<file path="config.mk">
export PLATFORM = sky130hd
export DESIGN_NAME = esa_ctrl
export DESIGN_NICKNAME = d
export VERILOG_FILES = /design/src/rtl/core/entity_slot_allocator_defines.svh /design/src/rtl/core/esa_pkg.sv /design/src/rtl/core/esa_ctrl.sv
export SDC_FILE = /design/constraint.sdc
export NUM_CORES = 1
export LEC_CHECK = 0
export BUFFER_PORTS_ARGS = -buffer_cell sky130_fd_sc_hd__buf_2
export CAP_MARGIN = 20
export CORE_AREA = 2 2 39 41
export DETAILED_ROUTE_END_ITERATION = 8
export DIE_AREA = 0 0 41 43
export GPL_TIMING_DRIVEN = 0
export SLEW_MARGIN = 10
export SYNTH_ARGS = -nofsm -noshare
export SYNTH_HDL_FRONTEND = slang
export SYNTH_SLANG_ARGS = --single-unit
</file>
<file path="constraint.sdc">
create_clock -name clk -period 1.81 [get_ports clk]
set_input_delay 0.362 -clock clk [delete_from_list [all_inputs] [get_ports clk]]
set_output_delay 0.362 -clock clk [all_outputs]
set_load 0.02 [all_outputs]
</file>
<file path="src/rtl/core/entity_slot_allocator_defines.svh">
// assertion macros for the entity slot allocator
// used by the top level only
`ifndef ENTITY_SLOT_ALLOCATOR_DEFINES_SVH
`define ENTITY_SLOT_ALLOCATOR_DEFINES_SVH
`define ESA_ASSERT_IMP(label, a, c) \
  label: assert property (@(posedge clk) disable iff (rst) (a) |-> (c)) \
    else $error("esa check failed");
`define ESA_ASSERT_NXT(label, a, c) \
  label: assert property (@(posedge clk) disable iff (rst) (a) |=> (c)) \
    else $error("esa check failed");
`endif

</file>
<file path="src/rtl/core/esa_pkg.sv">
// types and request codes for the entity slot allocator
// no dependencies
`timescale 1ns / 1ps
`default_nettype none
package esa_pkg;
  localparam logic [3:0] REQ_CREATE   = 4'd0;
  localparam logic [3:0] REQ_DESTROY  = 4'd1;
  localparam logic [3:0] REQ_CLEAR    = 4'd2;
  localparam logic [3:0] REQ_SIZE     = 4'd3;
  localparam logic [3:0] REQ_GET_ID   = 4'd4;
  localparam logic [3:0] REQ_FIND     = 4'd5;
  localparam logic [3:0] REQ_ENABLE   = 4'd6;
  localparam logic [3:0] REQ_DISABLE  = 4'd7;
  localparam logic [3:0] REQ_CHECK    = 4'd8;
  localparam logic [3:0] REQ_TAG      = 4'd9;
  localparam logic [3:0] REQ_UNTAG    = 4'd10;
  localparam logic [3:0] REQ_CHECK_TAG = 4'd11;

  localparam logic [1:0] ST_OK      = 2'd0;
  localparam logic [1:0] ST_INVALID = 2'd1;
  localparam logic [1:0] ST_FULL    = 2'd2;

  typedef enum logic [2:0] {
    S_IDLE, S_READ, S_EXEC, S_SCAN, S_SCAN_WAIT, S_DONE
  } state_t;

  // controller to datapath
  typedef struct packed {
    logic load;
    logic rd;
    logic exec;
    logic scan_rd;
    logic scan_step;
    logic finish;
  } cmd_t;

  // datapath to controller
  typedef struct packed {
    logic is_find;
    logic find_skip;
    logic scan_last;
  } sts_t;
endpackage
`default_nettype wire

</file>
<file path="src/rtl/core/esa_ctrl.sv">
// controller state machine of the entity slot allocator
// depends on esa_pkg
`timescale 1ns / 1ps
`default_nettype none
module esa_ctrl import esa_pkg::*; (
  input  wire logic clk,
  input  wire logic rst,
  input  wire logic start,
  input  sts_t      sts,
  output cmd_t      cmd,
  output logic      busy
);
  state_t state, state_next;

  always_ff @(posedge clk) begin
    if (rst) state <= S_IDLE;
    else state <= state_next;
  end

  always_comb begin
    state_next = state;
    case (state)
      S_IDLE: if (start) state_next = S_READ;
      S_READ: begin
        if (!sts.is_find) state_next = S_EXEC;
        else if (sts.find_skip) state_next = S_DONE;
        else state_next = S_SCAN;
      end
      S_EXEC: state_next = S_IDLE;
      S_SCAN: state_next = S_SCAN_WAIT;
      // the last scan step registers the result beat itself
      S_SCAN_WAIT: state_next = sts.scan_last ? S_IDLE : S_SCAN;
      S_DONE: state_next = S_IDLE;
      default: state_next = S_IDLE;
    endcase
  end

  always_comb begin
    cmd = '0;
    busy = (state != S_IDLE);
    case (state)
      S_IDLE: cmd.load = start;
      S_READ: cmd.rd = 1'b1;
      S_EXEC: cmd.exec = 1'b1;
      S_SCAN: cmd.scan_rd = 1'b1;
      S_SCAN_WAIT: cmd.scan_step = 1'b1;
      S_DONE: cmd.finish = 1'b1;
      default: cmd = '0;
    endcase
  end
endmodule
`default_nettype wire

</file>
After elaboration in Yosys (flattened, before gate mapping)
Cells that the tools add are included.
{"block": "totals", "ff_bits": 3, "wordCells": 20, "n_memories": 0, "out_inout_bits": 7, "mem_bits_ro": 0, "mem_bits_rw": 0, "in_bits": 6, "latch_bits": 0}
{"block": "op_classes", "bitwise": 0, "n_eq_ne": 6, "multipliers": 0, "shift": 0, "add_sub_neg": 0, "n_div": 0, "muxes": 11, "n_lt_le_gt_ge": 0, "reduce_logical": 2}
{"op": "$pmux 3 s4", "n": 1}
{"op": "$mux 3", "n": 3}
{"op": "$eq 3x2->1 const B", "n": 2}
{"op": "$eq 3x3->1 const B", "n": 2}
{"op": "$mux 1", "n": 6}
{"op": "$eq 3x1->1 const B", "n": 1}
{"op": "$logic_not 3->1", "n": 1}
{"op": "$reduce_bool 3->1", "n": 1}
{"op": "$mux 2", "n": 1}
{"op": "$ne 2x2->1 const B", "n": 1}

Logic depth before layout (Yosys ltp)
{"block": "logic_depth", "ltp_word": 3, "mapped_depth": 3}

Worst setup path before layout
No wires, ideal clock.
{"block": "synth_timing", "kind": "reg2out", "startpoint": "register state[0]", "endpoint": "output port cmd[5] in the netlist's numbering", "t_arrival_ns": 1.239, "setup_slack_ns": 0.209, "t_required_ns": 1.448, "path_stages_with_launch": 4, "path_cell_list": "dfxtp_1 > buf_2 > or3_1 > nor2_1"}
{"item": "start: declaration", "line": "esa_ctrl.sv:13", "text": "state_t state, state_next;"}
{"item": "start signal: assignment", "line": "esa_ctrl.sv:17", "text": "else state <= state_next;"}
{"item": "end: declaration", "line": "esa_ctrl.sv:10", "text": "output cmd_t cmd,"}

==> results.txt <==
----------------------------------------------------
[Outcome]
  Run status ... completed

[GRT]
  Initial antenna violation count ... 0
  Remaining global-route overflow ... 0
  Gr usage total ... 6.52%
  Vias in the first global route ... about 170
  Largest net degree at the start of global routing ... 10
  Global-route wire length before repair ... 683 um

[Run]
  # Max-Cap Violations ... 0

[Synthesis]
  Most frequent cell after synthesis ... nor3_1
  Net count of the mapped netlist ... 30
  Register area share after synthesis ... 32.4%
  Per-instance average area after synthesis ... roughly 7.7 sq um
  Synth Warn # ... 0
  Number of unique standard cell types used by synthesis ... 14
  Post-synth EDFFs ... 0
  Synth Cell Area ... ~190 sq um
  Top-area cell type share of the netlist area ... about a third
  Biggest area consumer among synthesized cells ... dfxtp_1
  Leading post-synthesis cells by instance count ... nor3_1, dfxtp_1, nor2_1
  Post-synth ARST share ... 0%
  Largest cells by area after synthesis ... dfxtp_1, nor3_1, a2111oi_2
  Post-synthesis instance total ... 24
  Top flip-flop cell by instance count after synthesis ... dfxtp_1
  Number of synthesized register bits ... 3

[Timing]
  Hold WS ... 0.331 ns
  Final-report setup violation count ... 0
  Setup skew after layout ... between 0.001 and 0.0015 ns
  Max Freq ... between 500 and 600 MHz
  Relative slew margins ... a little over four fifths
  Fin Setup TNS ... 0 ns
  Transition at the pin with the smallest max-transition slack ... between 0.2 and 0.25 ns
  Max Transition Viols Final ... 0
  RSZ-0062 raised after global routing ... no
  Final cycle utilization of the critical path ... 92.2%
  Number of hold violations in the final report ... 0
  Clock period minus final worst setup slack ... between 1.5 and 2 ns

[Power]
  Portion of total power attributed to the clock network ... approximately 46%
  Leak ... 0.151 nW
  Sw frac ... between 20% and 30%
  Power share of the sequential group ... between 20 and 30%
  Combinational group share of total power ... roughly 25%
  Cell internal pwr ... between 0.00015 and 0.0002 W
  Max rail drop VDD ... about 0.23 mV
  Pwr dens ... around 880 nW/um^2
  Switching power summed over all nets ... around 0.000076 W

[Critical path]
  Signal arrival time at the worst endpoint ... between 1 and 1.5 ns
  Worst reg-to-reg path cell count ... 3
  Critical path capture point ... cmd[5]
  Critical Path Source ... state[0]
  Worst setup SP type ... flip-flop
  Type of the setup path with the least slack ... flip-flop to output port
  Internal reg-to-reg setup slack ... 0.71 ns
  Max FO, Critical Path ... 8
  Reg-to-Reg Start ... state[2]
  CP Capture Type ... output port
  Required time of the critical path ... 1.45 ns
  Reg-to-reg endpoint ... state[0]

[Clock network]
  Number of sinks on the clock net ... 3
  Hold-fix buffers at CTS ... 0
  Clock tree from TritonCTS ... built
  Latest clock arrival within the worst-skew pair ... between 0.2 and 0.25 ns
  H-tree depth ... 1
  Max Buffers Root-to-Sink ... 2
  TritonCTS Buffers ... 3
  Post-CTS clock slew at the launch and capture registers of the worst setup and hold paths ... around 0.04 ns
  Number of gates resized after cts ... 0
  Cell chosen for the clock root ... clkbuf_4
  Post-CTS Setup Inserts ... 0

[Placed design]
  Weighted congestion reported at the end of routability-driven placement ... roughly 0.6
  Post-detail-place hpwl ... 343 um
  Post-DP Area ... between 200 and 300 sq um
  Port Buf Inserts ... 12

[Detailed routing]
  Routed wire length ... 452 um
  Vias after detailed routing ... 210
  Initial DRC Count ... 1
  Number of detailed-routing iterations run before antenna repair ... 2
  Via density per instance ... between 3 and 4
  Number of DRC violations after detailed routing ... 0
  Average wire length per cell after detail routing ... 8.07 um
  DRT antenna net count ... 0

[Floorplan]
  Chip width ... just over 40 um
  Starting density of the core ... 13.4%
  I/O Pins ... 13
  Y dimension of the die ... roughly 43 um
  DIE AREA ... ~1800 sq um
  Number of rows in the core area ... 14
  Area of the core region ... 1380 sq um

[Cells and area]
  Area delta synth->final ... 57.4%
  Largest registers ... state (3)
  Share of post-route cells with drive strength above 1 ... a little over two fifths
  Max FFs per register ... 3
  Most flops, register ... state
  Filler Cells Inserted ... approximately 160
  Final instance area ... between 200 and 300 sq um
  Nets@finish ... 47
  Antenna diode count ... 0

[Hold path]
  WHS Path Cells ... 2
  Path class of the lowest-slack min-delay path ... input port to flip-flop

----------------------------------------------------
-- power by group through the flow --
stage | Clock [W] | Combinational (W) | Sequential [W]
finish | 0.000117 | 0.0000631 | 0.0000755
global route | 0.000133 | 0.0000693 | 0.0000761
CTS | 0.000125 | 0.0000636 | 0.0000756
detailed placement | 0 | 0.0000634 | 0.0000765
global placement | 0 | 0.0000628 | 0.0000764
floorplan | 0 | 0.0000430 | 0.0000754
-- cell families (layout without fill, tap and decap cells) --
family	after synthesis	in the layout	synth area share [%]
muxes	1	1	5.41
DFF	3	3	32.4
and+or+nand+nor	14	14	41.9
buffers and inverters	3	19	6.76
AOI/OAI and AO/OA	3	3	13.5
-- critical path: stages, from the launching register on --
cell     delay [ns]
dfxtp_1        0.28
buf_2          0.16
or3_1          0.39
nor2_1         0.09
buf_2          0.16
-- placed cells by master, fill, tap and decap left out, drive strengths merged --
cell type,Yosys,layout
a2111oi,1,1
a21oi,2,2
and2b,1,1
and3,1,1
buf,1,13
clkbuf,0,4
dfxtp,3,3
inv,2,2
mux2i,1,1
nand2b,2,2
nor2,3,3
nor2b,1,1
nor3,4,4
nor3b,1,1
or3,1,1
-- how the worst min path moves through the flow --
stage                   from  endpoint  slack, ns
floorplan                rst  state[0]       0.43
global placement    state[1]  state[0]       0.56
detailed placement  state[1]  state[0]       0.56
CTS                      rst  state[0]       0.32
global route             rst  state[0]       0.33
finish                   rst  state[0]       0.33
-- per-layer routing --
layer / track usage, % / vias to the layer above / wire [um]
met3: 6.28 / 0 / 42
met4: 6.00 / 0 / 0
met1: 6.73 / 84 / 235
met5: 0 / - / 0
li1: - / 116 / -
met2: 7.19 / 10 / 174
-- area by class of cell --
class | count | area (sq um) | area share, %
sequential | 3 | 60.1 | 20.6
inverter | 2 | 7.51 | 2.58
timing repair buffer | 12 | 60.1 | 20.6
clock buffer | 4 | 26.3 | 9.01
multi-input combinational | 18 | 113 | 38.6
tap | 16 | 20.0 | 6.87
buffer | 1 | 5.00 | 1.72
-- metrics by stage --
step	worst slack, ns	power, W	util [%]	cells
floorplan	0.209	0.000118	-	24
global placement	0.393	0.000139	19.2	52
detailed placement	0.388	0.000140	19.2	52
CTS	0.133	0.000264	21.1	56
global route	0.0735	0.000278	21.1	56
finish	0.141	0.000256	21.1	56
Power figures use the tool's default switching activity.
